===== config.mk =====
export PLATFORM = sky130hd
export DESIGN_NAME = packet_header_classifier_stats
export DESIGN_NICKNAME = d
export VERILOG_FILES = /design/src/rtl/core/phcs_pkg.sv /design/src/rtl/core/phcs_parser.sv /design/src/rtl/core/phcs_classify.sv /design/src/rtl/core/phcs_stats.sv /design/src/rtl/core/packet_header_classifier_stats.sv
export VERILOG_INCLUDE_DIRS = /design/src /design/src/rtl/core
export SDC_FILE = /design/constraint.sdc
export NUM_CORES = 2
export LEC_CHECK = 0
export BUFFER_PORTS_ARGS = -buffer_cell sky130_fd_sc_hd__buf_2
export CAP_MARGIN = 5
export CORE_UTILIZATION = 50
export CTS_BUF_LIST = sky130_fd_sc_hd__clkbuf_2
export CTS_CLUSTER_SIZE = 20
export DETAILED_ROUTE_END_ITERATION = 12
export PLACE_DENSITY = 0.67
export SLEW_MARGIN = 25
export SYNTH_ARGS = -nofsm -noshare
export SYNTH_HDL_FRONTEND = slang
export SYNTH_HIERARCHICAL = 1
export SYNTH_SLANG_ARGS = --single-unit

===== constraint.sdc =====
create_clock -name clk -period 28.8 [get_ports clk]
set_input_delay 1.44 -clock clk [delete_from_list [all_inputs] [get_ports clk]]
set_output_delay 1.44 -clock clk [all_outputs]
set_load 0.005 [all_outputs]

===== src/rtl/core/packet_header_classifier_stats_macros.svh =====
// ----------------------------------------------------------------------------
// packet header classifier stats: assertion macros
// shared concurrent check macros, empty when synthesizing
// ----------------------------------------------------------------------------
`ifndef PACKET_HEADER_CLASSIFIER_STATS_MACROS_SVH
`define PACKET_HEADER_CLASSIFIER_STATS_MACROS_SVH

`ifndef SYNTHESIS
// same-cycle implication
`define PHCS_ASSERT_IMP(name, clk, rst_n, ante, cons) \
	name: assert property (@(posedge clk) disable iff (!rst_n) (ante) |-> (cons)) \
		else $error("phcs check failed");
// next-cycle implication
`define PHCS_ASSERT_NXT(name, clk, rst_n, ante, cons) \
	name: assert property (@(posedge clk) disable iff (!rst_n) (ante) |=> (cons)) \
		else $error("phcs check failed");
`else
`define PHCS_ASSERT_IMP(name, clk, rst_n, ante, cons)
`define PHCS_ASSERT_NXT(name, clk, rst_n, ante, cons)
`endif

`endif


===== src/rtl/core/phcs_pkg.sv =====
// ----------------------------------------------------------------------------
// phcs_pkg
// types and constants of the packet header classifier and its statistics
// ----------------------------------------------------------------------------
package phcs_pkg;

	localparam int IN_DATA_W  = 48;
	localparam int OUT_DATA_W = 192;
	localparam int CAP_LEN_W  = 16;
	localparam int EVENT_N    = 13;
	localparam int EVENT_IDX_W = 4;

	// ethertypes
	localparam logic [15:0] ETYPE_ARP  = 16'h0806;
	localparam logic [15:0] ETYPE_IPV6 = 16'h86DD;
	localparam logic [15:0] ETYPE_IPV4 = 16'h0800;

	// ip protocols
	localparam logic [7:0] PROTO_ICMP = 8'd1;
	localparam logic [7:0] PROTO_TCP  = 8'd6;
	localparam logic [7:0] PROTO_UDP  = 8'd17;

	// tcp flag bits
	localparam logic [8:0] FLAG_MASK = 9'h1FF;
	localparam logic [8:0] FLAG_FIN  = 9'h001;
	localparam logic [8:0] FLAG_SYN  = 9'h002;
	localparam logic [8:0] FLAG_RST  = 9'h004;
	localparam logic [8:0] FLAG_PSH  = 9'h008;
	localparam logic [8:0] FLAG_ACK  = 9'h010;
	localparam logic [8:0] FLAG_URG  = 9'h020;

	// frame classes
	localparam logic [3:0] CLS_SHORT     = 4'd0;
	localparam logic [3:0] CLS_ARP       = 4'd1;
	localparam logic [3:0] CLS_IPV6      = 4'd2;
	localparam logic [3:0] CLS_OTHER_ET  = 4'd3;
	localparam logic [3:0] CLS_IPV4_BAD  = 4'd4;
	localparam logic [3:0] CLS_ICMP      = 4'd5;
	localparam logic [3:0] CLS_TCP       = 4'd6;
	localparam logic [3:0] CLS_UDP       = 4'd7;
	localparam logic [3:0] CLS_OTHER_PR  = 4'd8;

	// event counter indexes
	localparam int EV_ARP     = 0;
	localparam int EV_IPV4    = 1;
	localparam int EV_IPV6    = 2;
	localparam int EV_TCP     = 3;
	localparam int EV_UDP     = 4;
	localparam int EV_ICMP    = 5;
	localparam int EV_UNKNOWN = 6;
	localparam int EV_SYN     = 7;
	localparam int EV_ACK     = 8;
	localparam int EV_FIN     = 9;
	localparam int EV_RST     = 10;
	localparam int EV_PSH     = 11;
	localparam int EV_URG     = 12;

	// counter selects
	localparam logic [4:0] SEL_PACKETS    = 5'd0;
	localparam logic [4:0] SEL_CAP_BYTES  = 5'd1;
	localparam logic [4:0] SEL_ORIG_BYTES = 5'd2;
	localparam logic [4:0] SEL_SMALLEST   = 5'd3;
	localparam logic [4:0] SEL_LARGEST    = 5'd4;
	localparam logic [4:0] SEL_EVENT_BASE = 5'd5;
	localparam logic [4:0] SEL_EVENT_END  = 5'd18;

	// header offsets in the frame (OFS_FLAGS within the tcp header), header lengths and ip header constants
	localparam logic [6:0] OFS_ETYPE_HI = 7'd12;
	localparam logic [6:0] OFS_ETYPE_LO = 7'd13;
	localparam logic [6:0] OFS_VIHL     = 7'd14;
	localparam logic [6:0] OFS_PROTO    = 7'd23;
	localparam logic [6:0] OFS_SRC      = 7'd26;
	localparam logic [6:0] OFS_DST      = 7'd30;
	localparam logic [6:0] OFS_IP_END   = 7'd34;
	localparam logic [6:0] OFS_FLAGS    = 7'd12;
	localparam logic [6:0] TCP_HDR_LEN  = 7'd20;
	localparam logic [6:0] UDP_HDR_LEN  = 7'd8;
	localparam logic [3:0] IHL_MIN      = 4'd5;
	localparam logic [3:0] IP_VERSION4  = 4'd4;

	typedef struct packed {
		logic [15:0] etype;
		logic [7:0]  vihl;
		logic [7:0]  proto;
		logic [31:0] src;
		logic [31:0] dst;
		logic [31:0] ports;
		logic [8:0]  flags;
	} frame_t;

	typedef struct packed {
		logic [3:0]         cls;
		logic [31:0]        src;
		logic [31:0]        dst;
		logic [15:0]        sport;
		logic [15:0]        dport;
		logic               pv;
		logic [8:0]         flags;
		logic [EVENT_N-1:0] events;
	} summ_t;

	function automatic logic [6:0] transport_start(input logic [3:0] ihl);
		return OFS_VIHL + {1'b0, ihl, 2'b00};
	endfunction

endpackage


===== src/rtl/core/phcs_parser.sv =====
// ----------------------------------------------------------------------------
// phcs_parser
// byte position counter and header field capture of the frame in progress
// ----------------------------------------------------------------------------
module phcs_parser #(
	parameter int LENGTH_BITS = 16
) (
	input  logic                   clk,
	input  logic                   arst_n,
	input  logic                   take,
	input  logic                   last,
	input  logic [7:0]             data_byte,
	output phcs_pkg::frame_t       hdr_nxt,
	output logic [LENGTH_BITS-1:0] len_nxt
);
	import phcs_pkg::*;

	frame_t                 hdr_q;
	logic [LENGTH_BITS-1:0] pos_q;
	logic [3:0]             ihl;
	logic [LENGTH_BITS-1:0] tl;

	assign ihl = hdr_q.vihl[3:0];
	assign tl  = LENGTH_BITS'(transport_start(ihl));

	assign len_nxt = (pos_q != '1) ? pos_q + LENGTH_BITS'(1) : pos_q;

	always_comb begin
		hdr_nxt = hdr_q;
		if (pos_q == LENGTH_BITS'(OFS_ETYPE_HI)) begin
			hdr_nxt.etype[15:8] = data_byte;
		end else if (pos_q == LENGTH_BITS'(OFS_ETYPE_LO)) begin
			hdr_nxt.etype[7:0] = data_byte;
		end else if (pos_q == LENGTH_BITS'(OFS_VIHL)) begin
			hdr_nxt.vihl = data_byte;
		end else if (pos_q == LENGTH_BITS'(OFS_PROTO)) begin
			hdr_nxt.proto = data_byte;
		end else if (pos_q >= LENGTH_BITS'(OFS_SRC) && pos_q < LENGTH_BITS'(OFS_DST)) begin
			hdr_nxt.src = {hdr_q.src[23:0], data_byte};
		end else if (pos_q >= LENGTH_BITS'(OFS_DST) && pos_q < LENGTH_BITS'(OFS_IP_END)) begin
			hdr_nxt.dst = {hdr_q.dst[23:0], data_byte};
		end
		if (pos_q > LENGTH_BITS'(OFS_VIHL) && ihl >= IHL_MIN) begin
			if (pos_q >= tl && pos_q <= tl + LENGTH_BITS'(3)) begin
				hdr_nxt.ports = {hdr_q.ports[23:0], data_byte};
			end else if (pos_q == tl + LENGTH_BITS'(OFS_FLAGS)) begin
				hdr_nxt.flags = {data_byte[0], 8'h00};
			end else if (pos_q == tl + LENGTH_BITS'(OFS_FLAGS) + LENGTH_BITS'(1)) begin
				hdr_nxt.flags = (hdr_q.flags | {1'b0, data_byte}) & FLAG_MASK;
			end
		end
	end

	always_ff @(posedge clk or negedge arst_n) begin
		if (!arst_n) begin
			hdr_q <= '0;
			pos_q <= '0;
		end else if (take) begin
			if (last) begin
				hdr_q <= '0;
				pos_q <= '0;
			end else begin
				hdr_q <= hdr_nxt;
				pos_q <= len_nxt;
			end
		end
	end

endmodule


===== src/rtl/core/phcs_classify.sv =====
// ----------------------------------------------------------------------------
// phcs_classify
// frame class, summary fields and event flags from the captured header
// ----------------------------------------------------------------------------
module phcs_classify #(
	parameter int LENGTH_BITS = 16
) (
	input  phcs_pkg::frame_t       hdr,
	input  logic [LENGTH_BITS-1:0] len,
	output phcs_pkg::summ_t        summ
);
	import phcs_pkg::*;

	logic [3:0]             ihl;
	logic [LENGTH_BITS-1:0] tl;
	logic                   ip_bad;
	logic [8:0]             fl;

	assign ihl = hdr.vihl[3:0];
	assign tl  = LENGTH_BITS'(transport_start(ihl));
	assign fl  = hdr.flags & FLAG_MASK;
	assign ip_bad = len < LENGTH_BITS'(OFS_IP_END) || hdr.vihl[7:4] != IP_VERSION4
		|| ihl < IHL_MIN || len < tl;

	always_comb begin
		summ = '0;
		if (len < LENGTH_BITS'(OFS_VIHL)) begin
			summ.cls = CLS_SHORT;
			summ.events[EV_UNKNOWN] = 1'b1;
		end else if (hdr.etype == ETYPE_ARP) begin
			summ.cls = CLS_ARP;
			summ.events[EV_ARP] = 1'b1;
		end else if (hdr.etype == ETYPE_IPV6) begin
			summ.cls = CLS_IPV6;
			summ.events[EV_IPV6] = 1'b1;
		end else if (hdr.etype != ETYPE_IPV4) begin
			summ.cls = CLS_OTHER_ET;
			summ.events[EV_UNKNOWN] = 1'b1;
		end else begin
			summ.events[EV_IPV4] = 1'b1;
			if (ip_bad) begin
				summ.cls = CLS_IPV4_BAD;
			end else begin
				summ.src = hdr.src;
				summ.dst = hdr.dst;
				if (hdr.proto == PROTO_ICMP) begin
					summ.cls = CLS_ICMP;
					summ.events[EV_ICMP] = 1'b1;
				end else if (hdr.proto == PROTO_TCP) begin
					summ.cls = CLS_TCP;
					summ.events[EV_TCP] = 1'b1;
					if (len >= tl + LENGTH_BITS'(TCP_HDR_LEN)) begin
						summ.pv    = 1'b1;
						summ.sport = hdr.ports[31:16];
						summ.dport = hdr.ports[15:0];
						summ.flags = fl;
						summ.events[EV_SYN] = |(fl & FLAG_SYN);
						summ.events[EV_ACK] = |(fl & FLAG_ACK);
						summ.events[EV_FIN] = |(fl & FLAG_FIN);
						summ.events[EV_RST] = |(fl & FLAG_RST);
						summ.events[EV_PSH] = |(fl & FLAG_PSH);
						summ.events[EV_URG] = |(fl & FLAG_URG);
					end
				end else if (hdr.proto == PROTO_UDP) begin
					summ.cls = CLS_UDP;
					summ.events[EV_UDP] = 1'b1;
					if (len >= tl + LENGTH_BITS'(UDP_HDR_LEN)) begin
						summ.pv    = 1'b1;
						summ.sport = hdr.ports[31:16];
						summ.dport = hdr.ports[15:0];
					end
				end else begin
					summ.cls = CLS_OTHER_PR;
					summ.events[EV_UNKNOWN] = 1'b1;
				end
			end
		end
	end

endmodule


===== src/rtl/core/phcs_stats.sv =====
// ----------------------------------------------------------------------------
// phcs_stats
// packet, byte, length and event counters with one readout port
// ----------------------------------------------------------------------------
module phcs_stats #(
	parameter int LENGTH_BITS = 16
) (
	input  logic                          clk,
	input  logic                          arst_n,
	input  logic                          upd,
	input  logic [LENGTH_BITS-1:0]        len,
	input  logic [31:0]                   orig_len,
	input  logic [phcs_pkg::EVENT_N-1:0]  events,
	input  logic [4:0]                    sel,
	output logic [63:0]                   value
);
	import phcs_pkg::*;

	logic [31:0]            pkt_q;
	logic [63:0]            cap_bytes_q;
	logic [63:0]            orig_bytes_q;
	logic [31:0]            smallest_q;
	logic [31:0]            largest_q;
	logic [31:0]            ev_q [EVENT_N];
	logic [31:0]            len32;
	logic [EVENT_IDX_W-1:0] ev_idx;

	assign len32  = 32'(len);
	assign ev_idx = EVENT_IDX_W'(sel - SEL_EVENT_BASE);

	always_ff @(posedge clk or negedge arst_n) begin
		if (!arst_n) begin
			pkt_q        <= '0;
			cap_bytes_q  <= '0;
			orig_bytes_q <= '0;
			smallest_q   <= '1;
			largest_q    <= '0;
			for (int i = 0; i < EVENT_N; i++) begin
				ev_q[i] <= '0;
			end
		end else if (upd) begin
			pkt_q        <= pkt_q + 32'd1;
			cap_bytes_q  <= cap_bytes_q + 64'(len);
			orig_bytes_q <= orig_bytes_q + 64'(orig_len);
			if (len32 < smallest_q) begin
				smallest_q <= len32;
			end
			if (len32 > largest_q) begin
				largest_q <= len32;
			end
			for (int i = 0; i < EVENT_N; i++) begin
				if (events[i]) begin
					ev_q[i] <= ev_q[i] + 32'd1;
				end
			end
		end
	end

	always_comb begin
		case (sel)
			SEL_PACKETS:    value = 64'(pkt_q);
			SEL_CAP_BYTES:  value = cap_bytes_q;
			SEL_ORIG_BYTES: value = orig_bytes_q;
			SEL_SMALLEST:   value = 64'(smallest_q);
			SEL_LARGEST:    value = 64'(largest_q);
			default: begin
				if (sel >= SEL_EVENT_BASE && sel < SEL_EVENT_END) begin
					value = 64'(ev_q[ev_idx]);
				end else begin
					value = '0;
				end
			end
		endcase
	end

endmodule


===== src/rtl/core/packet_header_classifier_stats.sv =====
// ----------------------------------------------------------------------------
// packet_header_classifier_stats
// ethernet/ipv4/tcp/udp header classifier with capture statistics
//
//  channel  | dir | tdata fields (low bit up)                      | tuser | tlast
//  s_*      | in  | data_byte, original_length, counter_select     | mode  | last_byte
//  m_*      | out | class, addresses, ports, flags, length, counter | kind  | -
//
// one word per cycle while no result word is held back: input register, single pass of logic, result register
// a data word without tlast updates the header capture and gives no result
// a tlast word or a readout word gives one result word
// reset clears the frame capture and all counters; smallest length reads ones
// s_tready drops only while a result word waits and m_tready is low
// ----------------------------------------------------------------------------
`include "packet_header_classifier_stats_macros.svh"

module packet_header_classifier_stats #(
	parameter int LENGTH_BITS = 16
) (
	input  logic                            clk,
	input  logic                            arst_n,
	input  logic                            s_tvalid,
	output logic                            s_tready,
	// data_byte[7:0], original_length[39:8], counter_select[44:40], zero pad
	input  logic [phcs_pkg::IN_DATA_W-1:0]  s_tdata,
	// mode
	input  logic                            s_tuser,
	input  logic                            s_tlast,
	output logic                            m_tvalid,
	input  logic                            m_tready,
	// packet_class[3:0], source_address[35:4], destination_address[67:36],
	// source_port[83:68], destination_port[99:84], ports_valid[100],
	// tcp_flags[109:101], captured_length[125:110], counter_value[189:126], zero pad
	output logic [phcs_pkg::OUT_DATA_W-1:0] m_tdata,
	// result_kind
	output logic                            m_tuser
);
	import phcs_pkg::*;

	logic                   valid_s1;
	logic                   mode_s1;
	logic                   last_s1;
	logic [7:0]             byte_s1;
	logic [31:0]            orig_s1;
	logic [4:0]             sel_s1;

	logic                   need_out;
	logic                   out_free;
	logic                   go_s1;
	logic                   out_load;
	logic                   frame_end;

	frame_t                 hdr_nxt;
	logic [LENGTH_BITS-1:0] len_nxt;
	summ_t                  summ;
	logic [63:0]            cnt_value;
	logic [OUT_DATA_W-1:0]  res_data;

	logic                   out_valid_q;
	logic                   out_kind_q;
	logic [OUT_DATA_W-1:0]  out_data_q;

	assign need_out  = mode_s1 || last_s1;
	assign out_free  = !out_valid_q || m_tready;
	assign go_s1     = valid_s1 && (!need_out || out_free);
	assign out_load  = go_s1 && need_out;
	assign frame_end = go_s1 && !mode_s1 && last_s1;
	assign s_tready  = !valid_s1 || go_s1;

	always_ff @(posedge clk or negedge arst_n) begin
		if (!arst_n) begin
			valid_s1 <= 1'b0;
		end else if (s_tready) begin
			valid_s1 <= s_tvalid;
		end
	end

	always_ff @(posedge clk) begin
		if (s_tready && s_tvalid) begin
			mode_s1 <= s_tuser;
			last_s1 <= s_tlast;
			byte_s1 <= s_tdata[7:0];
			orig_s1 <= s_tdata[39:8];
			sel_s1  <= s_tdata[44:40];
		end
	end

	phcs_parser #(
		.LENGTH_BITS(LENGTH_BITS)
	) u_parser (
		.clk      (clk),
		.arst_n   (arst_n),
		.take     (go_s1 && !mode_s1),
		.last     (last_s1),
		.data_byte(byte_s1),
		.hdr_nxt  (hdr_nxt),
		.len_nxt  (len_nxt)
	);

	phcs_classify #(
		.LENGTH_BITS(LENGTH_BITS)
	) u_classify (
		.hdr (hdr_nxt),
		.len (len_nxt),
		.summ(summ)
	);

	phcs_stats #(
		.LENGTH_BITS(LENGTH_BITS)
	) u_stats (
		.clk     (clk),
		.arst_n  (arst_n),
		.upd     (frame_end),
		.len     (len_nxt),
		.orig_len(orig_s1),
		.events  (summ.events),
		.sel     (sel_s1),
		.value   (cnt_value)
	);

	always_comb begin
		if (mode_s1) begin
			res_data = {2'b00, cnt_value, 126'd0};
		end else begin
			res_data = {2'b00, 64'd0, CAP_LEN_W'(len_nxt), summ.flags, summ.pv,
				summ.dport, summ.sport, summ.dst, summ.src, summ.cls};
		end
	end

	always_ff @(posedge clk or negedge arst_n) begin
		if (!arst_n) begin
			out_valid_q <= 1'b0;
		end else if (out_load) begin
			out_valid_q <= 1'b1;
		end else if (m_tready) begin
			out_valid_q <= 1'b0;
		end
	end

	always_ff @(posedge clk) begin
		if (out_load) begin
			out_kind_q <= mode_s1;
			out_data_q <= res_data;
		end
	end

	assign m_tvalid = out_valid_q;
	assign m_tuser  = out_kind_q;
	assign m_tdata  = out_data_q;

	`PHCS_ASSERT_IMP(a_load_only_when_free, clk, arst_n, out_load, out_free)
	`PHCS_ASSERT_IMP(a_readout_clean, clk, arst_n, m_tvalid && m_tuser, m_tdata[125:0] == '0)
	`PHCS_ASSERT_IMP(a_summary_no_counter, clk, arst_n, m_tvalid && !m_tuser,
		m_tdata[191:126] == '0)
	`PHCS_ASSERT_IMP(a_ports_need_l4, clk, arst_n, m_tvalid && !m_tuser && m_tdata[100],
		m_tdata[3:0] == CLS_TCP || m_tdata[3:0] == CLS_UDP)
	`PHCS_ASSERT_NXT(a_frame_end_result, clk, arst_n, frame_end, m_tvalid && !m_tuser)

endmodule

---- Yosys cells after proc, flatten, opt, wreduce, memory -nomap -nowiden ----
Cells that the tools add are included.
word-level totals
  register bits after elaboration ......... 1019
cells by class
  bitwise operators ....................... 4
  magnitude comparators ................... 19
  reduce and logical (&&, ||, !) cells .... 45
  equal/unequal tests ..................... 18
  muxes and demuxes ....................... 59
  $add $sub $neg .......................... 25
operators by type and width
  cell                                                                           count
  32-bit by 1-bit adder with 32-bit output, second input constant                14
  64-bit one-hot mux with 5 select lines                                         1
  32-bit 2-to-1 mux                                                              7
  137-bit 2-to-1 mux                                                             1
  32-bit binary-select mux with 4-bit select                                     1
  33-bit 2-to-1 mux                                                              3
  88-bit 2-to-1 mux                                                              1
  80-bit 2-to-1 mux                                                              1
  72-bit 2-to-1 mux                                                              1
  64-bit by 16-bit adder with 64-bit output                                      1
  64-bit by 32-bit adder with 64-bit output                                      1
  64-bit 2-to-1 mux                                                              1
  16-bit by 4-bit equality test with 1-bit output, second input constant         3
  48-bit 2-to-1 mux                                                              1
  41-bit 2-to-1 mux                                                              1
  16-bit by 1-bit adder with 16-bit output, second input constant                2
  16-bit equality test                                                           2
  16-bit >= comparator                                                           2
  16-bit by 5-bit >= comparator with 1-bit output, second input constant         2
  16-bit by 32-bit less-than comparator with 1-bit output                        1
  16-bit by 6-bit less-than comparator with 1-bit output, second input constant  2
  16-bit 2-to-1 mux                                                              2
  8-bit 2-to-1 mux                                                               4
  2-bit AND reduction                                                            15
  other kinds (53)                                                               100

---- Logic depth before layout (Yosys ltp) ----
  depth after elaboration ................. 20
  depth in mapped cells ................... 30

---- Hierarchy ----
Netlist, hierarchy kept.
by module, submodules not included
  module                          times used  area each (um^2)  cells an instance
  phcs_stats                      1           33597.2           3126
  phcs_parser                     1           9091.2            864
  packet_header_classifier_stats  1           8574.5            465
  phcs_classify                   1           1665.3            245

---- Least setup slack after synthesis ----
No wires, ideal clock.
  path kind ............................... in2reg
  start ................................... input m_tready
  end ..................................... register out_data_q[0] (netlist: m_tdata[0]) (enable)
  path buffers ............................ 0
  slack ................................... 18.628 ns
  library setup time ...................... 0.744 ns
  cell stages on the path ................. 2
  arrival ................................. 9.427 ns
  path through ............................ nor2b_1 > nor2_1
on the way
  word-level cells in the longest chain between the ends .. 4
ends and longest elaborated chain
  element               RTL line                               RTL
  from (decl)           packet_header_classifier_stats.sv:30   input logic m_tready,
  1-bit logical OR      packet_header_classifier_stats.sv:64   assign out_free = !out_valid_q || m_tready;
  1-bit logical OR      packet_header_classifier_stats.sv:65   assign go_s1 = valid_s1 && (!need_out || out_free);
  1-bit logical AND     packet_header_classifier_stats.sv:65
  1-bit logical AND     packet_header_classifier_stats.sv:66   assign out_load = go_s1 && need_out;
  named net out_load    packet_header_classifier_stats.sv:50   logic out_load;
  to (signal assigned)  packet_header_classifier_stats.sv:143  out_data_q <= res_data;
  to (decl)             packet_header_classifier_stats.sv:61   logic [OUT_DATA_W-1:0] out_data_q;
The timed path passes the listed nets, and every way through them passes these cells.
A chain may end at the register's enable or synchronous reset.

==> reports/metrics.yaml <==
grt.overflow.total: 0
die_width_um: 327
power_frac_clock_pct: 30.7
grt_first_pass_wirelength_um: 209000
synth.area.top_cells: "dfrtp_1, edfxtp_1, xnor2_1"
p_sw_w: 0.00109
required_ps: 30140
grt_use_met2_pct: 37.7
worstPathArrival_ps: 9450
place.gp.congestion: 0.899
grt_max_degree: 172
rsz0062_at_grt: "false"
cts_tree: "yes"
htree_num_levels: 5
yosysWarnings: 6
port_buffers: 243
fmax_mhz: 123
period_needed_ps: 8110
start_util_pct: 50.8
io_pins: 249
cts-buffers-inserted: 278
synth.most_common_cell: "dfrtp_1"
core-area_mm2: 0.104
dieArea_mm2: 0.107
p_sw_share_pct: 32.2
grt_use_met1_pct: 35.0
finalSetupViolCount: 0
synth_top_area_share_pct: 35.3
multi_input_area_mm2: 0.0252
synth_area_leader_cell: "dfrtp_1"
synth_area_per_cell_um2: 11.3
synthCells: 4700
seq_area_frac_synth_pct: 49.7
ir_drop_v: 0.0000383
drv_slew: 0
place_hpwl_um: 87900
met3_usage_pct: 4.96
pwr-share-seq_pct: 48.2
syn_area_mm2: 0.0529
leakagePower_nw: 26.1
drc: 0
antenna_found_initial: 1
syn_to_final_growth_pct: 10.1
combPwrFrac_pct: 21.1
drtPass1Iterations: 5
slew_headroom_pct: 30.0
cts.sinks: 1002
fillers: 9128
synth_seq_cells: 1002
fin_nets: 5268
postCtsResizedCells: 0
hold_viol_final: 0
drt-vias-per-instance: 5.78
clk_pin_slew_ps: 100
clk_path_buf_depth: 4
async_flop_share_pct: 76.2
hold_class: "in2reg"
first_iter_violations: 2760
ctsHoldBuffers: 41
grt-busiest-layer: "met2"
worst-setup-path-type: "reg2reg"
ant_nets: 0
synth_edf_count: 238
crit_path_end_kind: "flip-flop"
drive_above_1_share_pct: 21.2
grt_pass1_vias: 37907
clock_latency_ps: 1530
internal-power_w: 0.00229
synth.distinct_cells: 107
synth_common_cells: "dfrtp_1, nand2_1, xnor2_1, edfxtp_1, nor2_1"
outcome: "complete, no violations"
vias: 38401
row_count: 118
grt_util_all_layers_pct: 24.5
period_share_pct: 28.2
detail_route.wl_per_cell_um: 19.7
fin_skew_ps: 147
synth-main-ff-cell: "dfrtp_1"
worst_pin_slew_ps: 1050
final_core_util_pct: 55.9
drt-total-wl_um: 131000
regArea_mm2: 0.0263
worstSetupStartpointType: "flip-flop"
cts_setup_buffers: 0
cp_max_fo: 19
fin_tns_setup_ps: 0
cts_root_buffer: "clkbuf_2"
cap_violations: 0
dieHeight_um: 327
p_per_area_mw_per_mm2: 58.0
[final timing paths]
path	startpoint	endpoint	slack [ps]	cells after the start
worst max register to register	u_parser/pos_q[5]	u_stats/ev_q[159]	20690	25
worst max-delay path	u_parser/pos_q[5]	u_stats/ev_q[159]	20690	25
max in group asynchronous	arst_n	u_parser/hdr_q[91]	25140	5
min in group asynchronous	arst_n	u_stats/ev_q[189]	600	2
worst min register to register	u_stats/ev_q[351]	u_stats/ev_q[351]	470	1
worst min-delay path	s_tdata[40]	sel_s1[0]	190	1
[power groups by stage]
stage | Combinational [W] | Sequential [W] | Clock, W
final | 0.000714 | 0.00163 | 0.00104
after global routing | 0.000793 | 0.00164 | 0.00115
after CTS | 0.000708 | 0.00163 | 0.00107
after detailed placement | 0.000698 | 0.00166 | 0
after global placement | 0.000687 | 0.00166 | 0
after floorplan | 0.000522 | 0.00164 | 0
[worst max-delay path: stages, from the launching register on]
cell and delay, ps:
dfrtp_1 620, or4_1 660, nor4_1 400, nand4b_1 770, mux2_2 610, inv_1 120, ha_1 210, xor2_1 340
ha_1 240, a21oi_1 80, xnor2_1 130, ha_1 310, nand3_1 60, nor2_1 90, o311ai_0 130, a21oi_1 350
and4_1 510, and2_1 300, nand2_1 170, or3_4 490, nor3_1 250, and4_1 350, nand2_1 160, or2_1 300
nor2_1 160, xor2_1 160
[final cells by class]
| class | instances | share of cell area, % |
|---|---|---|
| Antenna cell | 3 | 0.0129 |
| Clock buffer | 415 | 3.56 |
| Inverter | 104 | 0.674 |
| Multi-Input combinational cell | 3340 | 43.3 |
| Clock inverter | 53 | 0.674 |
| Sequential cell | 1002 | 45.1 |
| Timing Repair Buffer | 344 | 3.75 |
| Tap cell | 1380 | 2.96 |
[registers in the layout (all words and copies together) (netlist names)]
name,count
byte_s1,8
last_s1,1
m_tdata,190
m_tuser,1
m_tvalid,1
mode_s1,1
orig_s1,32
sel_s1,5
u_parser/hdr_q,137
u_parser/pos_q,16
u_stats/cap_bytes_q,64
u_stats/ev_q,416
u_stats/largest_q,16
u_stats/orig_bytes_q,64
u_stats/pkt_q,32
u_stats/smallest_q,17
valid_s1,1
[metrics by stage]
stage | power [W] | hold WS, ps | cell area [um^2] | setup slack (ps) | instances
2_1_floorplan | 0.00216 | 436 | 52900 | 18630 | 4701
3_3_place_gp | 0.00234 | 453 | 55300 | 20910 | 6125
3_5_place_dp | 0.00236 | 456 | 55300 | 20830 | 6126
4_1_cts | 0.00341 | 4.41 | 58200 | 20780 | 6635
5_1_grt | 0.00359 | 60.0 | 58300 | 20130 | 6639
6_report | 0.00338 | 188 | 58300 | 20690 | 6641
[metal layers]
| metal | wire, um | share of wire, % | up-vias |
|---|---|---|---|
| li1 | - | - | 17987 |
| met1 | 60300 | 46 | 19231 |
| met2 | 60600 | 46 | 1010 |
| met3 | 7550 | 5.8 | 173 |
| met4 | 2400 | 1.8 | 0 |
| met5 | 0 | 0 | - |
[logic make-up after synthesis]
| logic type | after synthesis | synth area share [%] |
|---|---|---|
| simple gates | 1623 | 16.4 |
| xor+xnor | 579 | 9.58 |
| other cells | 1 | 0.00709 |
| flops | 1002 | 49.7 |
| compound gates | 679 | 9.40 |
| mux | 313 | 8.65 |
| fa+ha+maj | 144 | 3.43 |
| buf+inv | 359 | 2.91 |
[cell usage in the layout, fill, tap and decap left out, types with 143 or more instances in the layout]
cell type,netlist,final
xnor2_1,399,397
dfrtp_1,747,747
xor2_1,180,179
mux2_2,180,180
clkbuf_2,0,415
nand4_1,143,143
buf_2,56,242
nand3_1,203,202
nor2_1,212,208
and3_1,185,185
nand2_1,399,399
edfxtp_1,238,238
Power figures use the tool's default switching activity.
